<file path="src/rtl/core/sem_pkg.sv">
`default_nettype none
package sem_pkg;

  localparam int unsigned MaxWidthDef   = 1024;
  localparam int unsigned MaxHeightDef  = 4096;
  localparam int unsigned WidthReset    = 640;
  localparam int unsigned HeightReset   = 480;
  localparam int unsigned PixBits       = 8;
  localparam int unsigned WidthRegBits  = 11;
  localparam int unsigned HeightRegBits = 13;
  localparam int unsigned CfgIdxBits    = 4;
  localparam int unsigned CfgDataBits   = 13;
  localparam int unsigned FifoDepth     = 8;
  // gradient magnitudes stay at or below 4 * 255
  localparam int unsigned MagBits       = 10;
  // floor(x * 683 / 2048) == floor(x / 3) for x up to 1020
  localparam int unsigned Recip3        = 683;
  localparam int unsigned Recip3Shift   = 11;

  typedef enum logic [CfgIdxBits-1:0] {
    CFG_WIDTH  = 4'd0,
    CFG_HEIGHT = 4'd1
  } cfg_idx_e;

  typedef enum logic {
    REQ_PIXEL = 1'b0,
    REQ_FLUSH = 1'b1
  } req_e;

  typedef enum logic [1:0] {
    DIV_NONE = 2'd0,
    DIV_BY2  = 2'd1,
    DIV_BY3  = 2'd2,
    DIV_BY4  = 2'd3
  } div_e;

  typedef logic [PixBits-1:0] pix_t;

  // [row][col], row 0 on top, col 0 on the left
  typedef logic [2:0][2:0][PixBits-1:0] win_t;

  // neighbor presence of the output pixel and word control
  typedef struct packed {
    logic emit;
    logic last;
    logic left;
    logic right;
    logic top;
    logic bottom;
  } pos_info_t;

  function automatic logic [31:0] clamp_dim(input logic [31:0] value,
                                            input logic [31:0] limit);
    logic [31:0] res;
    if (value == 32'd0) begin
      res = 32'd1;
    end else if (value > limit) begin
      res = limit;
    end else begin
      res = value;
    end
    return res;
  endfunction

endpackage
`default_nettype wire

</file>
<file path="src/rtl/core/sem_ctrl.sv">
`default_nettype none
module sem_ctrl #(
  parameter int unsigned MaxWidth  = sem_pkg::MaxWidthDef,
  parameter int unsigned MaxHeight = sem_pkg::MaxHeightDef
) (
  input  wire logic                              clk_i,
  input  wire logic                              rst_ni,
  input  wire logic                              in_valid_i,
  output logic                                   in_stall_o,
  input  wire logic                              req_type_i,
  input  wire logic [sem_pkg::PixBits-1:0]       pixel_value_i,
  input  wire logic                              cfg_valid_i,
  input  wire logic [sem_pkg::CfgIdxBits-1:0]    cfg_index_i,
  input  wire logic [sem_pkg::CfgDataBits-1:0]   cfg_data_i,
  input  wire logic                              pop_i,
  output logic                                   issue_valid_o,
  output logic [$clog2(MaxWidth)-1:0]            issue_addr_o,
  output logic [sem_pkg::PixBits-1:0]            issue_pixel_o,
  output sem_pkg::pos_info_t                     issue_info_o
);
  import sem_pkg::*;

  localparam int unsigned ColBits    = $clog2(MaxWidth);
  localparam int unsigned WBits      = $clog2(MaxWidth + 1);
  localparam int unsigned HBits      = $clog2(MaxHeight + 1);
  localparam int unsigned RowBits    = $clog2(MaxHeight + 2);
  localparam int unsigned OutRowBits = $clog2(MaxHeight);
  localparam int unsigned CredBits   = $clog2(FifoDepth + 1);

  logic [WBits-1:0]      w_q, w_d;
  logic [HBits-1:0]      h_q, h_d;
  logic [ColBits-1:0]    in_col_q, in_col_d;
  logic [RowBits-1:0]    in_row_q, in_row_d;
  logic [ColBits-1:0]    out_col_q, out_col_d;
  logic [OutRowBits-1:0] out_row_q, out_row_d;
  logic [CredBits-1:0]   used_q, used_d;

  logic [WBits-1:0] w_m1;
  logic [HBits-1:0] h_m1;
  logic complete, lagged, credit_ok, accept, silent;
  logic pixel_adv, flush_adv, advance, emit;
  logic in_col_end, out_col_end, out_row_end, restart;

  assign w_m1 = w_q - WBits'(1);
  assign h_m1 = h_q - HBits'(1);

  // the input side runs past the last row while flushing
  assign complete  = in_row_q >= RowBits'(h_q);
  // one row plus one pixel already received
  assign lagged    = (in_row_q >= RowBits'(2)) ||
                     ((in_row_q == RowBits'(1)) && (in_col_q != '0));
  assign credit_ok = used_q < CredBits'(FifoDepth);

  // a one-row frame needs one idle advance before its first flushed word
  assign silent     = complete && !lagged;
  assign in_stall_o = !credit_ok || silent;
  assign accept     = in_valid_i && !in_stall_o;

  assign pixel_adv = accept && !complete && (req_e'(req_type_i) == REQ_PIXEL);
  assign flush_adv = accept && complete;
  assign advance   = silent || pixel_adv || flush_adv;
  assign emit      = (pixel_adv && lagged) || flush_adv;

  assign in_col_end  = in_col_q == ColBits'(w_m1);
  assign out_col_end = out_col_q == ColBits'(w_m1);
  assign out_row_end = out_row_q == OutRowBits'(h_m1);

  always_comb begin
    w_d     = w_q;
    h_d     = h_q;
    restart = 1'b0;
    if (cfg_valid_i) begin
      unique case (cfg_idx_e'(cfg_index_i))
        CFG_WIDTH: begin
          w_d = WBits'(clamp_dim(32'(cfg_data_i[WidthRegBits-1:0]), MaxWidth));
          restart = 1'b1;
        end
        CFG_HEIGHT: begin
          h_d = HBits'(clamp_dim(32'(cfg_data_i[HeightRegBits-1:0]), MaxHeight));
          restart = 1'b1;
        end
        default: ;
      endcase
    end
  end

  always_comb begin
    in_col_d  = in_col_q;
    in_row_d  = in_row_q;
    out_col_d = out_col_q;
    out_row_d = out_row_q;
    if (restart || (emit && out_col_end && out_row_end)) begin
      in_col_d  = '0;
      in_row_d  = '0;
      out_col_d = '0;
      out_row_d = '0;
    end else begin
      if (advance) begin
        if (in_col_end) begin
          in_col_d = '0;
          in_row_d = in_row_q + RowBits'(1);
        end else begin
          in_col_d = in_col_q + ColBits'(1);
        end
      end
      if (emit) begin
        if (out_col_end) begin
          out_col_d = '0;
          out_row_d = out_row_q + OutRowBits'(1);
        end else begin
          out_col_d = out_col_q + ColBits'(1);
        end
      end
    end
  end

  // one credit per word in flight or queued at the output
  always_comb begin
    used_d = used_q;
    if (emit && !pop_i) begin
      used_d = used_q + CredBits'(1);
    end else if (!emit && pop_i) begin
      used_d = used_q - CredBits'(1);
    end
  end

  always_ff @(posedge clk_i or negedge rst_ni) begin
    if (!rst_ni) begin
      w_q       <= WBits'(clamp_dim(WidthReset, MaxWidth));
      h_q       <= HBits'(clamp_dim(HeightReset, MaxHeight));
      in_col_q  <= '0;
      in_row_q  <= '0;
      out_col_q <= '0;
      out_row_q <= '0;
      used_q    <= '0;
    end else begin
      w_q       <= w_d;
      h_q       <= h_d;
      in_col_q  <= in_col_d;
      in_row_q  <= in_row_d;
      out_col_q <= out_col_d;
      out_row_q <= out_row_d;
      used_q    <= used_d;
    end
  end

  assign issue_valid_o       = advance;
  assign issue_addr_o        = in_col_q;
  assign issue_pixel_o       = pixel_value_i;
  assign issue_info_o.emit   = emit;
  assign issue_info_o.last   = out_col_end && out_row_end;
  assign issue_info_o.left   = out_col_q != '0;
  assign issue_info_o.right  = !out_col_end;
  assign issue_info_o.top    = out_row_q != '0;
  assign issue_info_o.bottom = !out_row_end;

endmodule
`default_nettype wire

</file>
<file path="config.mk">
export PLATFORM = sky130hd
export DESIGN_NAME = sem_ctrl
export DESIGN_NICKNAME = d
export VERILOG_FILES = /design/src/rtl/core/sem_pkg.sv /design/src/rtl/core/sem_ctrl.sv
export SDC_FILE = /design/constraint.sdc
export NUM_CORES = 1
export LEC_CHECK = 0
export BUFFER_PORTS_ARGS = -buffer_cell sky130_fd_sc_hd__buf_2
export CORE_MARGIN = 3
export CORE_UTILIZATION = 60
export CTS_CLUSTER_SIZE = 24
export DETAILED_ROUTE_END_ITERATION = 12
export GPL_TIMING_DRIVEN = 1
export PLACE_DENSITY_LB_ADDON = 0.25
export RECOVER_POWER = 100
export SKIP_CTS_REPAIR_TIMING = 1
export SYNTH_ARGS = -nofsm -noshare
export SYNTH_HDL_FRONTEND = slang
export SYNTH_SLANG_ARGS = --single-unit
</file>
<file path="constraint.sdc">
create_clock -name clk_i -period 6.4 [get_ports clk_i]
set_input_delay 1.28 -clock clk_i [delete_from_list [all_inputs] [get_ports clk_i]]
set_output_delay 1.28 -clock clk_i [all_outputs]
set_load 0.02 [all_outputs]
</file>
# Word level (Yosys, flattened, before mapping)
# Cells that the tools add are included.
# word_totals
regBits	72
# op_classes
n_addsub	8
magnitude_cmp	5
n_eq_ne	5
mux	20
bitwise	1
reduce_logical	42
# ops
operator	n
10-bit two-way mux	8
13-bit two-way mux	5
12-bit two-way mux	3
10-bit by 1-bit adder with 10-bit output (second input constant)	2
10-bit equality test	2
10-bit nonzero test	2
13-bit by 1-bit adder with 13-bit output (second input constant)	1
13-bit by 1-bit equality test with 1-bit output (second input constant)	1
13-bit >= comparator	1
13-bit by 2-bit >= comparator with 1-bit output (second input constant)	1
13-bit > comparator (second input constant)	1
13-bit logical NOT	1
12-bit by 1-bit adder with 12-bit output (second input constant)	1
12-bit equality test	1
1-bit logical AND	12
12-bit nonzero test	1
12-bit by 1-bit subtractor with 12-bit output (second input constant)	1
11-bit > comparator (second input constant)	1
11-bit logical NOT	1
2-bit nonzero test	5
10-bit by 1-bit subtractor with 10-bit output (second input constant)	1
1-bit logical NOT	8
4-bit two-way mux	2
2-bit AND reduction	4
9 further kinds	15

# Logic depth before layout (Yosys ltp)
# Gate-level depths: netlist (run 1).
# logic_depth
word_depth	17
ltp_mapped	17

# Least setup slack after synthesis (run 1)
# No wires, ideal clock.
# synth_path
path_kind	register to output
from	register h_q[7]
to	output port issue_valid_o
arrival_ps	2776
required_time_ps	5120
setup_slack_ps	2344
path_stages_with_launch	12
n_path_buf	3
cell_sequence	dfstp_2 -> clkbuf_1 -> inv_1 -> ha_1 -> nand2_1 -> nor3_1 -> nor4_1 -> o21ai_0 -> a22oi_1 -> buf_2 -> clkbuf_1 -> inv_1
# synth_between
elab_chain_cells	9
elab_cells_between_ends	11
cone_classes	1 x order compare; 10 x reduce/logical
# synth_lines
item	line	rtl
from (decl)	sem_ctrl.sv:31	logic [HBits-1:0] h_q, h_d;
from (signal assigned)	sem_ctrl.sv:130	h_q <= HBits'(clamp_dim(HeightReset, MaxHeight));
13-bit >= comparator *	sem_ctrl.sv:48	assign complete = in_row_q >= RowBits'(h_q);
1-bit logical AND	sem_ctrl.sv:55	assign silent = complete && !lagged;
1-bit logical OR	sem_ctrl.sv:56	assign in_stall_o = !credit_ok || silent;
1-bit logical NOT	sem_ctrl.sv:57	assign accept = in_valid_i && !in_stall_o;
1-bit logical AND	sem_ctrl.sv:57	
1-bit logical AND (2 in series)	sem_ctrl.sv:59	assign pixel_adv = accept && !complete && (req_e'(req_type_i) == REQ_PIXEL);
1-bit logical OR	sem_ctrl.sv:61	assign advance = silent || pixel_adv || flush_adv;
1-bit logical OR *	sem_ctrl.sv:61	
to (decl)	sem_ctrl.sv:16	output logic issue_valid_o,
# Every way passes the cells marked *; elsewhere a longest branch is shown, timed or not.

# Worst setup path in the final report (run 1)
# layout_path
from	register h_q[6]
to	output port issue_valid_o
# The elaborated chain is that of the path after synthesis.

==> impl_metrics.toml, run 1 <==
[global_routing]
grt_overflow = 0
grt_start_max_net_pins = 73
grtUsageTotal = 0.269
grt_pass1_vias = 4439
antenna_found_initial = 0
grt_pass1_wl_mm = 21.8

[clock_tree]
clkTransAtPathRegs_ns = 0.08
cts_buffers = 9
root_buffer = "clkbuf_8"
cts_sinks = 72
htreeDepth = 3
clockBufferDepth = 2
cts_tree = "yes"
clock_latency_ns = 0.36

[critical_path]
path_delay_family = "buffers and inverters"
crit_buf_inv = 4
path_cells = "inv_1, ha_1, a21oi_1, nor3_1, nor4_1, o21ai_0, a22oi_1, clkbuf_1, inv_1, buf_2"
crit_path_end_kind = "primary output"
crit_start = "h_q[6]$_DFFE_PN1P_"
crit_top_cell = "inv_1"
max_stage_delay_ns = 0.92
required_ns = 5.12
start_kind = "flip-flop"
path_class = "flip-flop to primary output"
crit_slowest_cell = "clkbuf_1"
timing.rr.start = "w_q[3]$_DFFE_PN0P_"
cp.arrival_ns = 3.75
worstPathMaxFanout = 20

[yosys]
syn_nets = 669
ys_ff_latch = 72
synth_top_cell_by_area = "dfrtp_1"
netlist.area_leader.share = 0.310
syn-cell-area_sq_mm = 0.00532
yosysSeqAreaShare = 0.340
synth.most_common_cell = "dfrtp_1"
synth-main-ff-cell = "dfrtp_1"
syn-instance-count = 610
syn_area_per_cell_sq_um = 8.72
synth_cell_types = 76
yosysWarnings = 0
synth_edf_count = 0
ys_async_sr_fraction = 1.00
synth.top_cells.by_area = "dfrtp_1, ha_1, xnor2_1, nor2_1, a21oi_1"
synth_common_cells = "dfrtp_1, nor2_1, inv_1"

[floorplanning]
die-height_um = 100
die_w_um = 100
dieArea_sq_mm = 0.0100
pin_count = 57
fp-row-count = 33
initial_utilization = 0.632
coreArea_sq_mm = 0.00842

[min_path]
hp-start = "used_q[2]$_DFFE_PN0P_"
hold_class = "flip-flop to flip-flop"

[drt]
drt_iter0_drc = 304
drt-wirelength-per-cell_um = 17.3
first_pass_iters = 5
finalWirelength_mm = 12.7
num_vias = 4628
drc = 0
drt-vias-per-instance = 6.30
postRouteAntennaNets = 0

[cells_and_area]
area_growth_syn_to_layout_pct = 6.37
layout-drive-gt1-share = 0.103
regArea_sq_mm = 0.00181
fillCellCount = 718
antenna_cells = 0
fin_cells = 735
multi_input_area_sq_mm = 0.00315
nets = 684

[run_status]
status = "finished with violations"
violations = "max-capacitance violations, max-slew violations"

[timing]
fin_tns_setup_ns = 0
maxSlewHeadroom = -1.57
finClkSkew_ns = 0.0152
drv_slew = 73
whs_ns = 0.520
rsz0062_at_grt = "no"
hold_viol = 0
max_freq_ghz = 0.199
setup_viol = 0
fin_crit_sh = 0.785
period_needed_ns = 5.03
worst_pin_slew_ns = 3.85

[placement]
dp_cells = 719
place_congestion = 0.941
dpl.hpwl_mm = 9.26
port_buffers = 40

[pwr]
p_leak_nw = 2.45
powerDensity_mw_per_mm2 = 286
peakVddDrop_v = 0.000137

[job]
max_cap_violations = 1
==> routing by layer <==
layer  vias to the layer above  part of all wire  GRT usage
met2                       184              0.47      0.416
met3                        23             0.072     0.0327
met4                         0             0.016     0.0860
met1                      2214              0.44      0.394
met5                         -                 0          0
li1                       2207                 -          -
==> cells by family (layout without fill, tap and decap cells) <==
family	count (synthesis)	in the layout	share of synthesized area
adder cells (fa/ha/maj)	31	31	0.0729
AND/OR/NAND/NOR	240	240	0.256
AO/OA/AOI/OAI	129	129	0.161
flip-flops	72	72	0.340
multiplexers	6	6	0.0118
buffers and inverters	79	99	0.0656
XOR/XNOR	53	53	0.0924
==> cells in the final DEF, fill, tap and decap left out, types with 3 or more instances in the layout <==
cell type and count:
o21ai_0 29, o22ai_1 5, nand2_1 34, xor2_1 16
nand3_1 25, a22o_1 13, mux2i_1 4, dfrtp_1 66
nor3_1 20, dfstp_2 5, or3_1 5, nand2b_1 10
a21o_1 4, clkbuf_1 20, clkbuf_8 10, maj3_1 3
nor2_1 59, xnor2_1 35, and3_1 14, nor4b_1 4
ha_1 27, nand4_1 14, o41ai_1 4, o211ai_1 8
a22oi_1 4, nor4_1 13, nor4_4 4, a21oi_1 35
nand3b_1 11, inv_1 40, nor2b_1 9, nor2_2 3
buf_2 23
==> worst paths after layout <==
kind | endpoint | slack [ns] | depth (start not counted)
max | issue_valid_o | 1.37 | 10
min | used_q[2]$_DFFE_PN0P_ | 0.52 | 2
max reg2reg | issue_addr_o[0]$_DFFE_PN0P_ | 2.43 | 7
min reg2reg | used_q[2]$_DFFE_PN0P_ | 0.52 | 2
max in group asynchronous | issue_addr_o[7]$_DFFE_PN0P_ | 1.88 | 2
min in group asynchronous | out_row_q[7]$_DFFE_PN0P_ | 2.36 | 2
==> registers in the layout, summed over array words and instances, names as in the netlist <==
signal / flops
h_q: 13
in_row_q: 13
out_row_q: 12
issue_addr_o: 10
out_col_q: 10
w_q: 10
used_q: 4
==> where the power goes <==
part,leakage (nW),switching (W),internal [W]
registers,0.952,0.000116,0.000522
clock network,0.117,0.000188,0.000232
logic,1.38,0.000319,0.000241
total,2.45,0.000624,0.000995
==> metrics by stage <==
step	area [sq um]	utilization	total power (W)	setup WS, ns
4_1_cts	5710	0.678	0.00163	2.05
3_3_place_gp	5480	0.651	0.00118	2.52
2_1_floorplan	5320	-	0.00107	2.34
5_1_grt	5660	0.672	0.00173	1.01
3_5_place_dp	5480	0.651	0.00121	2.45
6_report	5660	0.672	0.00162	1.37
==> layout make-up <==
cell class	instances	share of cell area
multi-input combinational	459	0.557
inverter	40	0.0265
clock buffer	10	0.0243
tap	105	0.0232
timing repair buffer	43	0.0336
clock inverter	6	0.0161
sequential	72	0.320
==> worst min-delay path: stages (launching register included) <==
cell and delay (ns):
dfrtp_1 0.36, nand2_1 0.05, o21ai_0 0.07
Power figures use the tool's default switching activity.
==> run 2: changes to the inputs <==
--- a/config.mk
+++ b/config.mk
@@ -7,7 +7,7 @@
 export LEC_CHECK = 0
 export BUFFER_PORTS_ARGS = -buffer_cell sky130_fd_sc_hd__buf_2
 export CORE_MARGIN = 3
-export CORE_UTILIZATION = 60
+export CORE_UTILIZATION = 54
 export CTS_CLUSTER_SIZE = 24
 export DETAILED_ROUTE_END_ITERATION = 12
 export GPL_TIMING_DRIVEN = 1
==> constraint.sdc (replaced) <==
create_clock -name clk_i -period 4.3 [get_ports clk_i]
set_input_delay 0.86 -clock clk_i [delete_from_list [all_inputs] [get_ports clk_i]]
set_output_delay 0.86 -clock clk_i [all_outputs]
set_load 0.02 [all_outputs]
==> impl_metrics.toml, run 2 (same netlist as run 1, synthesis figures left out) <==
[run_status]
status = "finished with violations"
violations = "max-capacitance violations, max-slew violations"

[timing]
maxSlewHeadroom = -0.433
max_freq_ghz = 0.254
worst_pin_slew_ns = 2.15
whs_ns = 0.513
setup_viol = 0
rsz0062_at_grt = "no"
finClkSkew_ns = 0.0127
fin_crit_sh = 0.915
fin_tns_setup_ns = 0
drv_slew = 41
hold_viol = 0
period_needed_ns = 3.94

[pwr]
powerDensity_mw_per_mm2 = 414
p_total_w = 0.00235
p_comb_frac = 0.356
p_leak_nw = 2.44
switchingPower_w = 0.000929
clkPwrFrac = 0.241
swShare = 0.395
pwr-share-seq = 0.404
peakVddDrop_v = 0.000197
p_int_w = 0.00142

[critical_path]
crit_top_cell = "inv_1"
crit_buf_inv = 3
reg2reg_depth = 8
cp_num_cells = 10
worstPathMaxFanout = 9
start_kind = "flip-flop"
path_class = "flip-flop to primary output"
required_ns = 3.44
max_stage_delay_ns = 0.52
path_cells = "inv_1, ha_1, or4b_1, nor4_1, a21oi_1, o21ai_0, and4_1, inv_1, nor2_1, buf_2"
cp.arrival_ns = 3.08
crit_slowest_cell = "or4b_1"
crit_path_end_kind = "primary output"
path_delay_family = "simple AND/OR/NAND/NOR gates"

[cells_and_area]
area_growth_syn_to_layout_pct = 6.75
final_common_cell = "dfrtp_1"
final_cell_mix = "dfrtp_1, nor2_1, inv_1, a21oi_1, xnor2_1"
layout-drive-gt1-share = 0.103
antenna_cells = 0
fin_cells = 762
top_regs = "h_q: 13 flops, in_row_q: 13 flops, out_row_q: 12 flops"
nets = 687
fin_util = 0.603

[drt]
drt-wirelength-per-cell_um = 17.3
drt_iter0_drc = 261
finalWirelength_mm = 13.2
drt-vias-per-instance = 6.15
num_vias = 4684
drc = 0
first_pass_iters = 5
postRouteAntennaNets = 0

[clock_tree]
clkTransAtPathRegs_ns = 0.07
clockBufferDepth = 2
cts_sinks = 72
root_buffer = "clkbuf_8"
clock_latency_ns = 0.36
cts_tree = "yes"
cts_buffers = 9
htreeDepth = 3

[floorplanning]
coreArea_sq_mm = 0.00942
die_w_um = 105
dieArea_sq_mm = 0.0111
die-height_um = 105
initial_utilization = 0.565
fp-row-count = 35
pin_count = 57

[placement]
port_buffers = 40
dpl.hpwl_mm = 9.82
dp_cells = 746
place_congestion = 0.897

[global_routing]
grt_start_max_net_pins = 41
grtUsageTotal = 0.250
grt_pass1_wl_mm = 22.6
antenna_found_initial = 0
grt_overflow = 0
grt_pass1_vias = 4566

[min_path]
holdPathStages = 2
hold_class = "flip-flop to flip-flop"

[job]
max_cap_violations = 1
==> run 2: changes by cell type in the layout (fill, tap and decap cells not counted), sizes merged <==
| cell | before | now |
|---|---|---|
| clkinv | 3 | 2 |
| bufinv | 2 | 1 |
| clkbuf | 30 | 33 |
| clkinvlp | 0 | 2 |
==> run 2: power groups by stage <==
| stage | registers (W) | clock network [W] | logic, W |
|---|---|---|---|
| finish | 0.000949 | 0.000566 | 0.000836 |
| global route | 0.000969 | 0.000611 | 0.000945 |
| CTS | 0.000946 | 0.000579 | 0.000851 |
| detailed placement | 0.000958 | 0 | 0.000841 |
| global placement | 0.000951 | 0 | 0.000817 |
| floorplan | 0.000884 | 0 | 0.000702 |
==> run 2: tightest hold or removal path, cell delays in order (launching register included) <==
cell and delay [ns]:
dfrtp_1 0.36, nand2_1 0.05, o21ai_0 0.07
==> run 2: layout make-up <==
cell class	count	area (sq um)
sequential	72	1810
inverter	40	150
timing repair buffer	46	205
clock inverter	6	67.6
fill	835	3730
tap	129	161
multi-input combinational	459	3150
clock buffer	10	138
==> run 2: final timing paths <==
check	startpoint	to	slack, ns
worst min-delay path	used_q[2]$_DFFE_PN0P_	used_q[2]$_DFFE_PN0P_	0.51
worst max-delay path	h_q[0]$_DFFE_PN0P_	issue_info_o[4]	0.36
worst min register to register	used_q[2]$_DFFE_PN0P_	used_q[2]$_DFFE_PN0P_	0.51
min in group asynchronous	rst_ni	out_row_q[7]$_DFFE_PN0P_	1.12
worst max register to register	w_q[3]$_DFFE_PN0P_	in_row_q[10]$_DFFE_PN0P_	0.55
max in group asynchronous	rst_ni	in_row_q[10]$_DFFE_PN0P_	1.40
==> run 2: metal layers <==
| metal | vias up | GRT usage | share of wire |
|---|---|---|---|
| li1 | 2207 | - | - |
| met1 | 2291 | 0.338 | 0.44 |
| met2 | 157 | 0.404 | 0.48 |
| met3 | 29 | 0.0484 | 0.055 |
| met4 | 0 | 0.0815 | 0.020 |
| met5 | - | 0 | 0 |
==> run 2: stage by stage <==
step	worst slack (ns)	instance area [sq um]
final	0.364	5680
after floorplan	0.664	5320
after CTS	0.337	5740
after detailed placement	0.718	5540
after global routing	0.150	5680
after global placement	0.831	5540
==> run 3: changes to the inputs <==
--- a/config.mk
+++ b/config.mk
@@ -7,7 +7,8 @@
 export LEC_CHECK = 0
 export BUFFER_PORTS_ARGS = -buffer_cell sky130_fd_sc_hd__buf_2
 export CORE_MARGIN = 3
-export CORE_UTILIZATION = 54
+export CORE_UTILIZATION = 56
+export CTS_BUF_LIST = sky130_fd_sc_hd__clkbuf_8
 export CTS_CLUSTER_SIZE = 24
 export DETAILED_ROUTE_END_ITERATION = 12
 export GPL_TIMING_DRIVEN = 1
==> impl_metrics.toml, run 3 (same netlist as run 1, synthesis figures left out) <==
[critical_path]
crit_path_end_kind = "primary output"
start_kind = "flip-flop"
reg2reg_depth = 8
path_class = "flip-flop to primary output"
rrSetupSlack_ns = 0.47
worstPathMaxFanout = 9
cp.arrival_ns = 3.11
required_ns = 3.44
reg2reg_to = "in_row_q[2]$_DFFE_PN0P_"
timing.rr.start = "w_q[3]$_DFFE_PN0P_"

[timing]
worst_pin_slew_ns = 1.40
setup_viol = 0
period_needed_ns = 3.97
rsz0062_at_grt = "no"
hold_viol = 0
maxSlewHeadroom = 0.0653
worst_slack_ns = 0.326
finClkSkew_ns = 0.0162
fin_tns_setup_ns = 0
fin_crit_sh = 0.924
drv_slew = 0
max_freq_ghz = 0.252

[clock_tree]
htreeDepth = 3
clockBufferDepth = 2
cts_sinks = 72
clock_latency_ns = 0.36
root_buffer = "clkbuf_8"
cts_buffers = 9
cts_tree = "yes"
clkTransAtPathRegs_ns = 0.09

[drt]
postRouteAntennaNets = 0
first_pass_iters = 6
finalWirelength_mm = 13.3
drt-vias-per-instance = 6.17
drt_iter0_drc = 246
drt-wirelength-per-cell_um = 17.6
drc = 0
num_vias = 4674

[pwr]
powerDensity_mw_per_mm2 = 436
pwr-share-seq = 0.383
peakVddDrop_v = 0.000246
clkPwrFrac = 0.278
p_total_w = 0.00249
p_leak_nw = 2.47
swShare = 0.384
p_int_w = 0.00154
p_comb_frac = 0.339
switchingPower_w = 0.000955

[placement]
port_buffers = 40
dp_slack_ns = 0.721
dpl.hpwl_mm = 9.75
dp_cells = 742
place_congestion = 0.929

[cells_and_area]
final_common_cell = "dfrtp_1"
nets = 686
antenna_cells = 0
fin_cells = 758
area_growth_syn_to_layout_pct = 7.43
final_cell_mix = "dfrtp_1, nor2_1, inv_1, a21oi_1, xnor2_1"
top_regs = "h_q: 13 flops, in_row_q: 13 flops, out_row_q: 12 flops"
fillCellCount = 794
layout-drive-gt1-share = 0.104

[global_routing]
grt_start_max_net_pins = 48
grt_overflow = 0
grtUsageTotal = 0.258
grt_pass1_vias = 4394
grt_pass1_wl_mm = 21.7
antenna_found_initial = 0

[floorplanning]
coreArea_sq_mm = 0.00898
initial_utilization = 0.593
dieArea_sq_mm = 0.0107
die_w_um = 103
pin_count = 57
fp-row-count = 34
die-height_um = 103

[min_path]
holdPathStages = 1
hp-start = "h_q[12]$_DFFE_PN0P_"
min_to = "h_q[12]$_DFFE_PN0P_"
hold_class = "flip-flop to flip-flop"

[job]
max_cap_violations = 0

[run_status]
status = "finished clean"
## run 3: layout make-up
cell class | count | area [sq um] | area share
Clock buffer | 9 | 124 | 0.0217
Clock inverter | 7 | 126 | 0.0221
Inverter | 40 | 150 | 0.0263
Multi-Input combinational cell | 459 | 3140 | 0.550
Sequential cell | 72 | 1810 | 0.316
Tap cell | 126 | 158 | 0.0276
Timing Repair Buffer | 45 | 206 | 0.0361
## run 3: worst max-delay path: stages (launching register included)
cell and delay [ns]:
dfrtp_1 0.44, inv_1 0.09, ha_1 0.21, or4b_1 0.52, nor4_1 0.25, a21oi_1 0.06
o21ai_0 0.28, and4_1 0.47, inv_1 0.13, nor2_1 0.12, clkbuf_2 0.18
## run 3: per-stage QoR
stage / utilization / area [sq um] / hold WS [ns]
2_1_floorplan: - / 5320 / 0.459
3_3_place_gp: 0.615 / 5520 / 0.485
3_5_place_dp: 0.615 / 5520 / 0.512
4_1_cts: 0.643 / 5770 / 0.501
5_1_grt: 0.637 / 5720 / 0.547
6_report: 0.637 / 5720 / 0.528
## run 3: worst max path at each step
stage / from / endpoint / slack [ns] / depth (start not counted)
4_1_cts: h_q[0]$_DFFE_PN0P_ / issue_info_o[4] / 0.30 / 10
3_5_place_dp: h_q[0]$_DFFE_PN0P_ / issue_info_o[4] / 0.72 / 10
6_report: h_q[0]$_DFFE_PN0P_ / issue_info_o[4] / 0.33 / 10
3_3_place_gp: h_q[0]$_DFFE_PN0P_ / issue_info_o[4] / 0.85 / 10
2_1_floorplan: h_q[7]$_DFFE_PN1P_ / issue_valid_o / 0.66 / 11
5_1_grt: h_q[0]$_DFFE_PN0P_ / issue_info_o[4] / 0.08 / 10
## run 3: power by group through the flow
| stage | sequential, W | clock, W | combinational (W) |
|---|---|---|---|
| floorplan | 0.000884 | 0 | 0.000702 |
| detailed placement | 0.000961 | 0 | 0.000854 |
| finish | 0.000953 | 0.000692 | 0.000845 |
| global placement | 0.000954 | 0 | 0.000821 |
| global route | 0.000969 | 0.000737 | 0.000938 |
| CTS | 0.000950 | 0.000704 | 0.000861 |
## run 3: metal layers
metal | vias to the layer above | GRT usage | share of wire
li1 | 2210 | - | -
met1 | 2275 | 0.355 | 0.44
met2 | 168 | 0.415 | 0.48
met3 | 21 | 0.0496 | 0.067
met4 | 0 | 0.0737 | 0.018
met5 | - | 0 | 0
